### src/hdl/fee_pkg.sv
// shared types, constants and control structs for the flash eeprom emulation block
`default_nettype none

package fee_pkg;

    // geometry and field widths
    localparam int DEF_PAGE_SLOTS = 256;
    localparam int MAX_KEYS       = 4;
    localparam int NUM_KEYS       = 4;
    localparam int KEY_W          = 16;
    localparam int VAL_W          = 16;
    localparam int CNT_W          = 3;
    localparam int IDX_W          = 3;
    localparam int CFG_IDX_W      = 3;
    localparam int FIRST_KEY_OFS  = 3;

    // page header and erased flash codes
    localparam logic [VAL_W-1:0] HDR_ERASED  = 16'hFFFF;
    localparam logic [VAL_W-1:0] HDR_RECEIVE = 16'hEEEE;
    localparam logic [VAL_W-1:0] HDR_VALID   = 16'h0000;
    localparam logic [VAL_W-1:0] HW_ERASED   = 16'hFFFF;

    typedef enum logic [1:0] {
        OP_READ,
        OP_WRITE,
        OP_RECOVER,
        OP_NOP
    } t_opcode;

    typedef enum logic [1:0] {
        ST_OK,
        ST_NOT_FOUND,
        ST_NO_VALID,
        ST_FULL
    } t_status;

    typedef enum logic [CFG_IDX_W-1:0] {
        CFG_KEY_COUNT,
        CFG_KEY_0,
        CFG_KEY_1,
        CFG_KEY_2,
        CFG_KEY_3
    } t_cfg_idx;

    typedef enum logic [1:0] {
        HC_ERASED,
        HC_RECEIVE,
        HC_VALID,
        HC_OTHER
    } t_hdr_class;

    // flash address sources
    typedef enum logic [2:0] {
        AS_KEY,
        AS_DATA,
        AS_OFF,
        AS_HDR,
        AS_FIRST
    } t_addr_sel;

    // flash write data sources
    typedef enum logic [2:0] {
        WD_ERASED,
        WD_KEY,
        WD_VAL,
        WD_RECEIVE,
        WD_VALID
    } t_wd_sel;

    typedef enum logic [1:0] {
        PG_READ,
        PG_WRITE,
        PG_CMD
    } t_page_src;

    typedef enum logic [1:0] {
        ACT_NONE,
        ACT_ERASE,
        ACT_HDR_VALID
    } t_act_kind;

    typedef struct packed {
        t_act_kind kind;
        logic      page;
    } t_act;

    // controller to datapath
    typedef struct packed {
        logic      cap_in;
        t_addr_sel addr_sel;
        logic      mem_we;
        t_wd_sel   wd_sel;
        logic      page_ld;
        t_page_src page_src;
        logic      page;
        logic      slot_top;
        logic      slot_zero;
        logic      slot_dec;
        logic      slot_inc;
        logic      off_inc;
        logic      off_clr;
        logic      flag_ld;
        logic      val_ld;
        logic      skip_in;
        logic      skip_mem;
        logic      use_in;
        logic      use_list;
        logic      idx_clr;
        logic      idx_inc;
        logic      res_ld;
        t_status   res_st;
        logic      res_val;
    } t_cmd;

    // datapath to controller
    typedef struct packed {
        logic       key_match;
        logic       hw_erased;
        logic       flag;
        logic       slot_end;
        logic       slot_one;
        logic       off_last;
        logic       rp_none;
        logic       rp;
        logic       wp_none;
        t_hdr_class h0;
        t_hdr_class h1;
        logic       idx_done;
        logic       idx_skip;
    } t_sts;

    typedef enum logic [4:0] {
        S_CLR0,
        S_CLR1,
        S_IDLE,
        S_DISP,
        S_RS_START,
        S_RS_ISSUE,
        S_RS_CHK,
        S_RS_DATA,
        S_RS_GOT,
        S_AP_START,
        S_AP_RD0,
        S_AP_RD1,
        S_AP_CHK,
        S_AP_WR0,
        S_AP_WR1,
        S_ER,
        S_HDR,
        S_RF_ISSUE,
        S_RF_GOT
    } t_state;

    typedef enum logic [3:0] {
        P_RD,
        P_WAPP1,
        P_WHRX,
        P_WAPP2,
        P_RFIRST,
        CP_TEST,
        CP_READ,
        CP_APP,
        P_PLAN,
        P_NONE
    } t_step;

endpackage

`default_nettype wire

### src/hdl/fee_ctrl.sv
// controller state machine sequencing reads, appends, erases and page transfers
`default_nettype none

module fee_ctrl (
    input  wire logic             i_clk,
    input  wire logic             i_rst_n,
    input  wire logic             i_start,
    input  wire fee_pkg::t_opcode i_opcode,
    input  wire fee_pkg::t_sts    i_sts,
    output fee_pkg::t_cmd         o_cmd,
    output logic                  o_busy
);
    import fee_pkg::*;

    typedef struct packed {
        logic       copy;
        logic       dst;
        t_act [2:0] plan;
    } t_rec;

    t_state     r_state, n_state;
    t_step      r_step, n_step;
    t_status    r_st, n_st;
    t_act [2:0] r_plan, n_plan;
    logic       r_hv, n_hv;
    t_rec       w_rec;
    t_cmd       w_cmd;

    function automatic t_act mk(input t_act_kind k, input logic p);
        t_act a;
        a.kind = k;
        a.page = p;
        return a;
    endfunction

    // header repair decision from the two header classes
    function automatic t_rec rec_decode(input t_hdr_class h0, input t_hdr_class h1);
        t_rec r;
        t_act [2:0] fmt;
        fmt = {mk(ACT_ERASE, 1'b1), mk(ACT_HDR_VALID, 1'b0), mk(ACT_ERASE, 1'b0)};
        r.copy = 1'b0;
        r.dst  = 1'b0;
        r.plan = fmt;
        unique case (h0)
            HC_ERASED: begin
                if (h1 == HC_VALID) begin
                    r.plan = {mk(ACT_NONE, 1'b0), mk(ACT_NONE, 1'b0), mk(ACT_ERASE, 1'b0)};
                end else if (h1 == HC_RECEIVE) begin
                    r.plan = {mk(ACT_NONE, 1'b0), mk(ACT_HDR_VALID, 1'b1),
                              mk(ACT_ERASE, 1'b0)};
                end
            end
            HC_RECEIVE: begin
                if (h1 == HC_VALID) begin
                    r.copy = 1'b1;
                    r.dst  = 1'b0;
                    r.plan = {mk(ACT_NONE, 1'b0), mk(ACT_ERASE, 1'b1),
                              mk(ACT_HDR_VALID, 1'b0)};
                end else if (h1 == HC_ERASED) begin
                    r.plan = {mk(ACT_NONE, 1'b0), mk(ACT_HDR_VALID, 1'b0),
                              mk(ACT_ERASE, 1'b1)};
                end
            end
            HC_VALID: begin
                if (h1 == HC_ERASED) begin
                    r.plan = {mk(ACT_NONE, 1'b0), mk(ACT_NONE, 1'b0), mk(ACT_ERASE, 1'b1)};
                end else if (h1 != HC_VALID) begin
                    r.copy = 1'b1;
                    r.dst  = 1'b1;
                    r.plan = {mk(ACT_NONE, 1'b0), mk(ACT_ERASE, 1'b0),
                              mk(ACT_HDR_VALID, 1'b1)};
                end
            end
            HC_OTHER: begin
                r.plan = fmt;
            end
        endcase
        return r;
    endfunction

    assign w_rec = rec_decode(i_sts.h0, i_sts.h1);

    // state registers
    always_ff @(posedge i_clk) begin
        if (!i_rst_n) begin
            r_state <= S_CLR0;
            r_step  <= P_NONE;
            r_st    <= ST_OK;
            r_plan  <= '0;
            r_hv    <= 1'b0;
        end else begin
            r_state <= n_state;
            r_step  <= n_step;
            r_st    <= n_st;
            r_plan  <= n_plan;
            r_hv    <= n_hv;
        end
    end

    // next state
    always_comb begin
        n_state = r_state;
        n_step  = r_step;
        n_st    = r_st;
        n_plan  = r_plan;
        n_hv    = r_hv;
        unique case (r_state)
            S_CLR0: begin
                if (i_sts.off_last) n_state = S_CLR1;
            end
            S_CLR1: begin
                if (i_sts.off_last) n_state = S_IDLE;
            end
            S_IDLE: begin
                if (i_start) begin
                    unique case (i_opcode)
                        OP_READ: begin
                            n_step  = P_RD;
                            n_state = S_RS_START;
                        end
                        OP_WRITE: begin
                            n_step  = P_WAPP1;
                            n_state = S_AP_START;
                        end
                        OP_RECOVER: begin
                            n_plan = w_rec.plan;
                            if (w_rec.copy) begin
                                n_step  = P_RFIRST;
                                n_state = S_RF_ISSUE;
                            end else begin
                                n_step  = P_PLAN;
                                n_state = S_DISP;
                            end
                        end
                        OP_NOP: begin
                            n_step  = P_NONE;
                            n_state = S_DISP;
                        end
                    endcase
                end
            end
            S_DISP: begin
                unique case (r_step)
                    P_RD: n_state = S_IDLE;
                    P_WAPP1: begin
                        if (r_st != ST_FULL || i_sts.rp_none) begin
                            n_state = S_IDLE;
                        end else begin
                            n_plan  = {mk(ACT_NONE, 1'b0), mk(ACT_HDR_VALID, ~i_sts.rp),
                                       mk(ACT_ERASE, i_sts.rp)};
                            n_hv    = 1'b0;
                            n_step  = P_WHRX;
                            n_state = S_HDR;
                        end
                    end
                    P_WHRX: begin
                        n_step  = P_WAPP2;
                        n_state = S_AP_START;
                    end
                    P_WAPP2: begin
                        if (r_st != ST_OK) n_state = S_IDLE;
                        else n_step = CP_TEST;
                    end
                    P_RFIRST: n_step = CP_TEST;
                    CP_TEST: begin
                        if (i_sts.idx_done) begin
                            n_step = P_PLAN;
                        end else if (!i_sts.idx_skip) begin
                            n_step  = CP_READ;
                            n_state = S_RS_START;
                        end
                    end
                    CP_READ: begin
                        if (r_st == ST_OK) begin
                            n_step  = CP_APP;
                            n_state = S_AP_START;
                        end else begin
                            n_step = CP_TEST;
                        end
                    end
                    CP_APP: begin
                        if (r_st != ST_OK) n_state = S_IDLE;
                        else n_step = CP_TEST;
                    end
                    P_PLAN: begin
                        n_plan = {mk(ACT_NONE, 1'b0), r_plan[2], r_plan[1]};
                        unique case (r_plan[0].kind)
                            ACT_ERASE:     n_state = S_ER;
                            ACT_HDR_VALID: begin
                                n_hv    = 1'b1;
                                n_state = S_HDR;
                            end
                            default:       n_state = S_IDLE;
                        endcase
                    end
                    P_NONE: n_state = S_IDLE;
                    default: n_state = S_IDLE;
                endcase
            end
            S_RS_START: begin
                if (i_sts.rp_none) begin
                    n_st    = ST_NO_VALID;
                    n_state = S_DISP;
                end else begin
                    n_state = S_RS_ISSUE;
                end
            end
            S_RS_ISSUE: n_state = S_RS_CHK;
            S_RS_CHK: begin
                if (i_sts.key_match) begin
                    n_state = S_RS_DATA;
                end else if (i_sts.slot_one) begin
                    n_st    = ST_NOT_FOUND;
                    n_state = S_DISP;
                end else begin
                    n_state = S_RS_ISSUE;
                end
            end
            S_RS_DATA: n_state = S_RS_GOT;
            S_RS_GOT: begin
                n_st    = ST_OK;
                n_state = S_DISP;
            end
            S_AP_START: begin
                if (i_sts.wp_none) begin
                    n_st    = ST_NO_VALID;
                    n_state = S_DISP;
                end else begin
                    n_state = S_AP_RD0;
                end
            end
            S_AP_RD0: n_state = S_AP_RD1;
            S_AP_RD1: n_state = S_AP_CHK;
            S_AP_CHK: begin
                if (i_sts.hw_erased && i_sts.flag) begin
                    n_state = S_AP_WR0;
                end else if (i_sts.slot_end) begin
                    n_st    = ST_FULL;
                    n_state = S_DISP;
                end else begin
                    n_state = S_AP_RD0;
                end
            end
            S_AP_WR0: n_state = S_AP_WR1;
            S_AP_WR1: begin
                n_st    = ST_OK;
                n_state = S_DISP;
            end
            S_ER: begin
                if (i_sts.off_last) n_state = S_DISP;
            end
            S_HDR: n_state = S_DISP;
            S_RF_ISSUE: n_state = S_RF_GOT;
            S_RF_GOT: n_state = S_DISP;
            default: n_state = S_IDLE;
        endcase
    end

    // datapath commands
    always_comb begin
        w_cmd          = '0;
        w_cmd.addr_sel = AS_OFF;
        w_cmd.wd_sel   = WD_ERASED;
        w_cmd.page_src = PG_CMD;
        w_cmd.res_st   = ST_OK;
        unique case (r_state)
            S_CLR0, S_CLR1: begin
                w_cmd.mem_we   = 1'b1;
                w_cmd.addr_sel = AS_OFF;
                w_cmd.wd_sel   = WD_ERASED;
                w_cmd.off_inc  = 1'b1;
                if (i_sts.off_last) begin
                    w_cmd.off_clr = 1'b1;
                    w_cmd.page_ld = 1'b1;
                    w_cmd.page    = 1'b1;
                end
            end
            S_IDLE: begin
                if (i_start) begin
                    w_cmd.cap_in = 1'b1;
                    w_cmd.use_in = 1'b1;
                    if (i_opcode == OP_RECOVER && w_rec.copy) begin
                        w_cmd.page_ld = 1'b1;
                        w_cmd.page    = w_rec.dst;
                    end
                end
            end
            S_DISP: begin
                unique case (r_step)
                    P_RD: begin
                        w_cmd.res_ld  = 1'b1;
                        w_cmd.res_st  = r_st;
                        w_cmd.res_val = (r_st == ST_OK);
                    end
                    P_WAPP1: begin
                        if (r_st != ST_FULL) begin
                            w_cmd.res_ld = 1'b1;
                            w_cmd.res_st = r_st;
                        end else if (i_sts.rp_none) begin
                            w_cmd.res_ld = 1'b1;
                            w_cmd.res_st = ST_NO_VALID;
                        end else begin
                            w_cmd.page_ld = 1'b1;
                            w_cmd.page    = ~i_sts.rp;
                        end
                    end
                    P_WHRX: begin
                        w_cmd.use_in = 1'b1;
                    end
                    P_WAPP2: begin
                        if (r_st != ST_OK) begin
                            w_cmd.res_ld = 1'b1;
                            w_cmd.res_st = r_st;
                        end else begin
                            w_cmd.skip_in = 1'b1;
                            w_cmd.idx_clr = 1'b1;
                        end
                    end
                    P_RFIRST: w_cmd.idx_clr = 1'b1;
                    CP_TEST: begin
                        if (!i_sts.idx_done) begin
                            if (i_sts.idx_skip) w_cmd.idx_inc = 1'b1;
                            else w_cmd.use_list = 1'b1;
                        end
                    end
                    CP_READ: begin
                        if (r_st != ST_OK) w_cmd.idx_inc = 1'b1;
                    end
                    CP_APP: begin
                        if (r_st != ST_OK) begin
                            w_cmd.res_ld = 1'b1;
                            w_cmd.res_st = r_st;
                        end else begin
                            w_cmd.idx_inc = 1'b1;
                        end
                    end
                    P_PLAN: begin
                        if (r_plan[0].kind == ACT_NONE) begin
                            w_cmd.res_ld = 1'b1;
                            w_cmd.res_st = ST_OK;
                        end else begin
                            w_cmd.page_ld = 1'b1;
                            w_cmd.page    = r_plan[0].page;
                        end
                    end
                    P_NONE: begin
                        w_cmd.res_ld = 1'b1;
                        w_cmd.res_st = ST_OK;
                    end
                    default: begin
                        w_cmd.res_ld = 1'b1;
                        w_cmd.res_st = ST_OK;
                    end
                endcase
            end
            S_RS_START: begin
                if (!i_sts.rp_none) begin
                    w_cmd.page_ld  = 1'b1;
                    w_cmd.page_src = PG_READ;
                    w_cmd.slot_top = 1'b1;
                end
            end
            S_RS_ISSUE: w_cmd.addr_sel = AS_KEY;
            S_RS_CHK: begin
                if (!i_sts.key_match && !i_sts.slot_one) w_cmd.slot_dec = 1'b1;
            end
            S_RS_DATA: w_cmd.addr_sel = AS_DATA;
            S_RS_GOT: w_cmd.val_ld = 1'b1;
            S_AP_START: begin
                if (!i_sts.wp_none) begin
                    w_cmd.page_ld   = 1'b1;
                    w_cmd.page_src  = PG_WRITE;
                    w_cmd.slot_zero = 1'b1;
                end
            end
            S_AP_RD0: w_cmd.addr_sel = AS_DATA;
            S_AP_RD1: begin
                w_cmd.addr_sel = AS_KEY;
                w_cmd.flag_ld  = 1'b1;
            end
            S_AP_CHK: begin
                if (!(i_sts.hw_erased && i_sts.flag) && !i_sts.slot_end) begin
                    w_cmd.slot_inc = 1'b1;
                end
            end
            S_AP_WR0: begin
                w_cmd.mem_we   = 1'b1;
                w_cmd.addr_sel = AS_DATA;
                w_cmd.wd_sel   = WD_VAL;
            end
            S_AP_WR1: begin
                w_cmd.mem_we   = 1'b1;
                w_cmd.addr_sel = AS_KEY;
                w_cmd.wd_sel   = WD_KEY;
            end
            S_ER: begin
                w_cmd.mem_we   = 1'b1;
                w_cmd.addr_sel = AS_OFF;
                w_cmd.wd_sel   = WD_ERASED;
                w_cmd.off_inc  = 1'b1;
                w_cmd.off_clr  = i_sts.off_last;
            end
            S_HDR: begin
                w_cmd.mem_we   = 1'b1;
                w_cmd.addr_sel = AS_HDR;
                w_cmd.wd_sel   = r_hv ? WD_VALID : WD_RECEIVE;
            end
            S_RF_ISSUE: w_cmd.addr_sel = AS_FIRST;
            S_RF_GOT: w_cmd.skip_mem = 1'b1;
            default: ;
        endcase
    end

    assign o_cmd  = w_cmd;
    assign o_busy = (r_state != S_IDLE);

`ifndef SYNTHESIS
    // no flash write while waiting for a command
    a_idle_no_write: assert property (@(posedge i_clk) disable iff (!i_rst_n)
        (r_state == S_IDLE) |-> !w_cmd.mem_we)
        else $error("flash written while idle");

    // a data halfword is always followed by its key halfword
    a_pair_write: assert property (@(posedge i_clk) disable iff (!i_rst_n)
        (r_state == S_AP_WR0) |=> (r_state == S_AP_WR1))
        else $error("slot pair write split");

    // results only come out of the dispatch step
    a_res_from_disp: assert property (@(posedge i_clk) disable iff (!i_rst_n)
        w_cmd.res_ld |-> (r_state == S_DISP))
        else $error("result issued outside dispatch");
`endif

endmodule

`default_nettype wire

### config.mk
export PLATFORM = sky130hd
export DESIGN_NAME = fee_ctrl
export DESIGN_NICKNAME = d
export VERILOG_FILES = /design/src/hdl/fee_pkg.sv /design/src/hdl/fee_ctrl.sv
export SDC_FILE = /design/constraint.sdc
export NUM_CORES = 1
export LEC_CHECK = 0
export BUFFER_PORTS_ARGS = -buffer_cell sky130_fd_sc_hd__buf_2
export CAP_MARGIN = 20
export CORE_MARGIN = 4
export CORE_UTILIZATION = 50
export CTS_BUF_LIST = sky130_fd_sc_hd__clkbuf_4 sky130_fd_sc_hd__clkbuf_8 sky130_fd_sc_hd__clkbuf_16
export CTS_CLUSTER_SIZE = 20
export DETAILED_ROUTE_END_ITERATION = 8
export GPL_TIMING_DRIVEN = 0
export HOLD_SLACK_MARGIN = 0.05
export PLACE_DENSITY = 0.86
export SETUP_SLACK_MARGIN = 0.2
export SLEW_MARGIN = 20
export SYNTH_ARGS = -nofsm -noshare
export SYNTH_HDL_FRONTEND = slang
export SYNTH_SLANG_ARGS = --single-unit
### constraint.sdc
create_clock -name i_clk -period 2.15 [get_ports i_clk]
set_input_delay 0.3225 -clock i_clk [delete_from_list [all_inputs] [get_ports i_clk]]
set_output_delay 0.3225 -clock i_clk [all_outputs]
set_load 0.05 [all_outputs]
==> results of run 1 <==
-- per-layer routing --
layer | GRT overflow | global-route usage (%)
met1 | 1 | 74.3
met3 | 1 | 49.1
met2 | 107 | 98.6
met5 | 0 | 0
met4 | 87 | 93.5
-- Yosys cell counts, types with 2 or more instances --
master,instances
inv_1,13
a21boi_1,2
o41ai_1,2
nor2_1,32
nand3b_1,3
o2111a_1,2
and2_1,3
and3b_1,2
o21ai_2,2
a21oi_1,24
o21a_1,4
a22oi_1,3
ha_1,7
nand3_1,11
clkbuf_1,14
o22ai_1,4
nor3_1,11
and3_1,4
buf_1,2
o21ai_1,2
a31oi_1,6
nor2b_1,12
o211a_1,5
o21ai_0,18
nand2b_1,6
nor3b_1,7
a21boi_0,2
mux2i_1,6
nor4_1,9
o32ai_1,3
dfxtp_1,19
nand4_1,3
o211ai_1,2
nand2_1,29
buf_2,5
or3_1,4
-- logic make-up after synthesis --
kind of cell / share of synthesized area (%)
compound gates: 31.3
xor+xnor: 0.398
fa+ha+maj: 3.98
buf+inv: 6.94
flops: 17.3
mux: 2.73
simple gates: 37.3
-- through the flow --
step	cells	hold WS, ns	area, sq um	setup WS (ns)
after global placement	416	0.482	2760	-0.221
after CTS	442	0.416	3550	-0.112
after floorplan	316	0.461	2450	-0.156
after detailed placement	416	0.490	2760	-0.261
-- what timing repair did --
item                       in CTS
cloned                          1
resized for setup             152
buffers inserted               21
pin swaps                      19
setup endpoints to repair      39
==> results.ini, run 1 <==
[outcome]
outcome = aborted with a tool error
lastStage = global routing (5_1_grt)
error = [ERROR GRT-0232] Routing congestion too high. Check the congestion heatmap in the GUI.

[cts]
clock_sinks = 19
cts_max_level = 1
hold_buffers = 0
cts_made_buffers = 3
cts_root_buffer = clkbuf_8
clockBufferDepth = 2

[placed_design]
place.gp.congestion = 0.987
place_hpwl_um = 5920
portBuffers = 50

[floorplan]
start_util_pct = 53.5
io-pin-count = 51
rows = 23
die_width_um = 74.3
die-height_um = 74.3

[yosys]
synthesis.area_sq_um = 2200
synthArstFlopShare_pct = 0
synthFlopType = dfxtp_1
syn_inst = 316
synth_nets = 343
synth.avg_cell_area_sq_um = 6.96
yosysUniqueCellTypes = 69
synth_edf_count = 0
ys_warn_count = 0
synth_seq_cells = 19
synthTopCellsByArea = dfxtp_1 17%, a21oi_1 5.5%, nor2_1 5.5%
synth_top_area_share_pct = 17.3
seq_area_frac_synth_pct = 17.3
synth_largest_area_cell = dfxtp_1

[timing]
grt-worst-endpoint = o_cmd[18]
worst-ep-kind = primary output

[grt]
gr-usage-all-layers_pct = 76.4
grt_max_degree = 13
overflow = 196

==> run 2, diff against run 1 <==
CORE_UTILIZATION = 35   (was 50)
CTS_BUF_LIST = not set   (was sky130_fd_sc_hd__clkbuf_4 sky130_fd_sc_hd__clkbuf_8 sky130_fd_sc_hd__clkbuf_16)
CTS_CLUSTER_SIZE = not set   (was 20)
HOLD_SLACK_MARGIN = not set   (was 0.05)
PLACE_DENSITY = not set   (was 0.86)
PLACE_DENSITY_LB_ADDON = 0.15   (was not set)
SETUP_SLACK_MARGIN = not set   (was 0.2)
==> run 2 against run 1 <==
Against the previous run: the flow now finishes, with violations (negative setup slack); area after synthesis unchanged; synthesized cell count unchanged.
==> results.ini, run 2 <==
[timing]
whs_ns = 0.412
timing.final.ws_setup_ns = -0.127
setup_viol = 2
worst_pin_slew_ns = 0.469
post-route-min-period_ns = 2.28
slew_viol_final = 0
setup_tns_ns = -0.169
rsz0062_at_grt = yes
finalHoldViolCount = 0
fin_skew_ns = 0.00345
relSlewSlack_pct = 68.8
max_freq_ghz = 0.439
final.period_utilization_pct = 106

[grt]
overflow = 0
grt_pass1_vias = 2389
antenna_found_initial = 0
grtUsageMet1_pct = 29.7
met2_usage_pct = 31.5
gr-usage-all-layers_pct = 20.2
grt_max_degree = 12
busiest_layer = met2
grt_pass1_wl_um = 12400
use_met3_pct = 3.12

[floorplan]
die_width_um = 87.3
io-pin-count = 51
dieArea_sq_um = 7620
rows = 28
die-height_um = 87.3
core_sq_um = 6030
start_util_pct = 36.5

[final_layout]
areaGrowthSynthToFinish_pct = 43.2
largest_register_ffs = 7
drive_above_1_share_pct = 40.2
final_cell_mix = 35 x buf_2, 29 x nand2_1, 25 x buf_4, 25 x nor2_1, 21 x a21oi_1
top_regs = r_plan: 7 flops, r_state: 5 flops, r_step: 4 flops
finalNetCount = 409
top_register = r_plan
final_common_cell = buf_2
antenna_cells = 0

[yosys]
synth_largest_area_cell = dfxtp_1
synthesis.area_sq_um = 2200
synth.avg_cell_area_sq_um = 6.96
synthTopCellsByArea = dfxtp_1 17%, a21oi_1 5.5%, nor2_1 5.5%
synth_nets = 343
synthMostInstantiatedCell = nor2_1
synth_edf_count = 0
syn_inst = 316
synthArstFlopShare_pct = 0
synthFlopType = dfxtp_1
seq_area_frac_synth_pct = 17.3
ys_warn_count = 0
synth_top_area_share_pct = 17.3
synth_seq_cells = 19
ys_top_cells_by_count = 32 x nor2_1, 29 x nand2_1, 24 x a21oi_1
yosysUniqueCellTypes = 69

[cts]
cts_tree = done
clockBufferDepth = 2
clkTransAtPathRegs_ns = 0.08
cts_max_level = 1
clock_sinks = 19
clock_latency_ns = 0.26
cts_root_buffer = clkbuf_8
cts_made_buffers = 3

[pwr]
power_leakage_nw = 1.36
ir_worst_vdd_v = 0.000401
p_per_area_nw_per_um2 = 741

[routing]
route.detailed.drc = 0
ant_nets = 0
vias = 2681
drt_iter0_drc = 192
dr.pass1.iters = 5
vias_per_cell = 5.88
wirelength_um = 7800
wl_per_cell_um = 17.1

[critical_path]
crit_type = reg2out
setup.worst_path.start = r_step[1]$_SDFFE_PN0P_
timing.rr.start = r_step[3]$_SDFFE_PN1P_
cp.required_ns = 1.83
worstRegToRegCells = 7
rrSetupSlack_ns = 0.06
end_kind = output pin
reg2reg_to = r_step[1]$_SDFFE_PN0P_
critPathLaunchType = register
worstPathMaxFanout = 7
arrival_ns = 1.95
endpoint = o_cmd[18]

[min_path]
holdCritPathClass = in2reg

[placed_design]
place_hpwl_um = 5780
place.gp.congestion = 0.910
portBuffers = 50

[outcome]
outcome = complete, but fails checks
violations = negative setup slack

[flow_run]
drv_cap = 0

[run 2: cell counts after synthesis]
No cell type changed its count.
[run 2: how the worst min path moves through the flow]
stage                                   end  depth (start not counted)              startpoint
floorplan           r_state[1]$_SDFFE_PN0P_                          2                 i_rst_n
global placement     r_plan[5]$_SDFFE_PN0P_                          1  r_plan[5]$_SDFFE_PN0P_
detailed placement   r_plan[5]$_SDFFE_PN0P_                          1  r_plan[5]$_SDFFE_PN0P_
CTS                 r_state[1]$_SDFFE_PN0P_                          3                 i_rst_n
global route         r_step[1]$_SDFFE_PN0P_                          2                 i_rst_n
finish              r_state[1]$_SDFFE_PN0P_                          3                 i_rst_n
[run 2: layout make-up]
cell class	count	area, sq um
clock buffers	3	41.3
plain buffers	23	195
inverters	13	48.8
well taps	75	93.8
multi-input cells	261	1960
repair buffers	61	409
clock inverters	1	5.00
flip-flops and latches	19	392
fillers	612	2880
[run 2: layer usage]
metal	wire length, um	vias to the layer above
li1	-	1310
met1	3570	1230
met2	3540	125
met3	569	16
met4	126	0
met5	0	-
[run 2: repair_timing]
action / 4_1_cts / 5_1_grt
setup endpoints to repair: 24 / 24
gates resized for setup: 72 / 46
hold buffers: 0 / 0
buffers inserted: 3 / 8
pin swaps: 4 / 3
[run 2: critical path: stages (launching register included)]
cell	delay, ns
dfxtp_2	0.33
buf_6	0.13
or4b_4	0.54
nand2b_4	0.18
o22ai_2	0.15
a31oi_2	0.13
o21ai_4	0.07
buf_6	0.17
[run 2: cells by family after synthesis]
family / count (synthesis) / share of synthesized area (%)
simple gates: 149 / 37.3
compound gates: 98 / 31.3
buf+inv: 36 / 6.94
flops: 19 / 17.3
fa+ha+maj: 7 / 3.98
mux: 6 / 2.73
xor+xnor: 1 / 0.398
[run 2: stage by stage]
stage | utilization [%] | setup WS [ns] | cell area, sq um | power [W] | instances
after CTS | 49.6 | -0.140 | 2990 | 0.00224 | 448
after floorplan | - | -0.286 | 2360 | 0.00150 | 316
after detailed placement | 44.8 | -0.378 | 2700 | 0.00181 | 441
final | 52.3 | -0.127 | 3150 | 0.00233 | 456
after global routing | 52.3 | -0.196 | 3150 | 0.00247 | 456
after global placement | 44.8 | -0.393 | 2700 | 0.00181 | 441
[run 2: power by group]
group | leakage [nW] | internal [W] | switching [W]
Sequential | 0.156 | 0.000425 | 0.0000845
Clock | 0.0255 | 0.000129 | 0.000132
Combinational | 1.18 | 0.000610 | 0.000954
(Power assumes the default switching activity.)
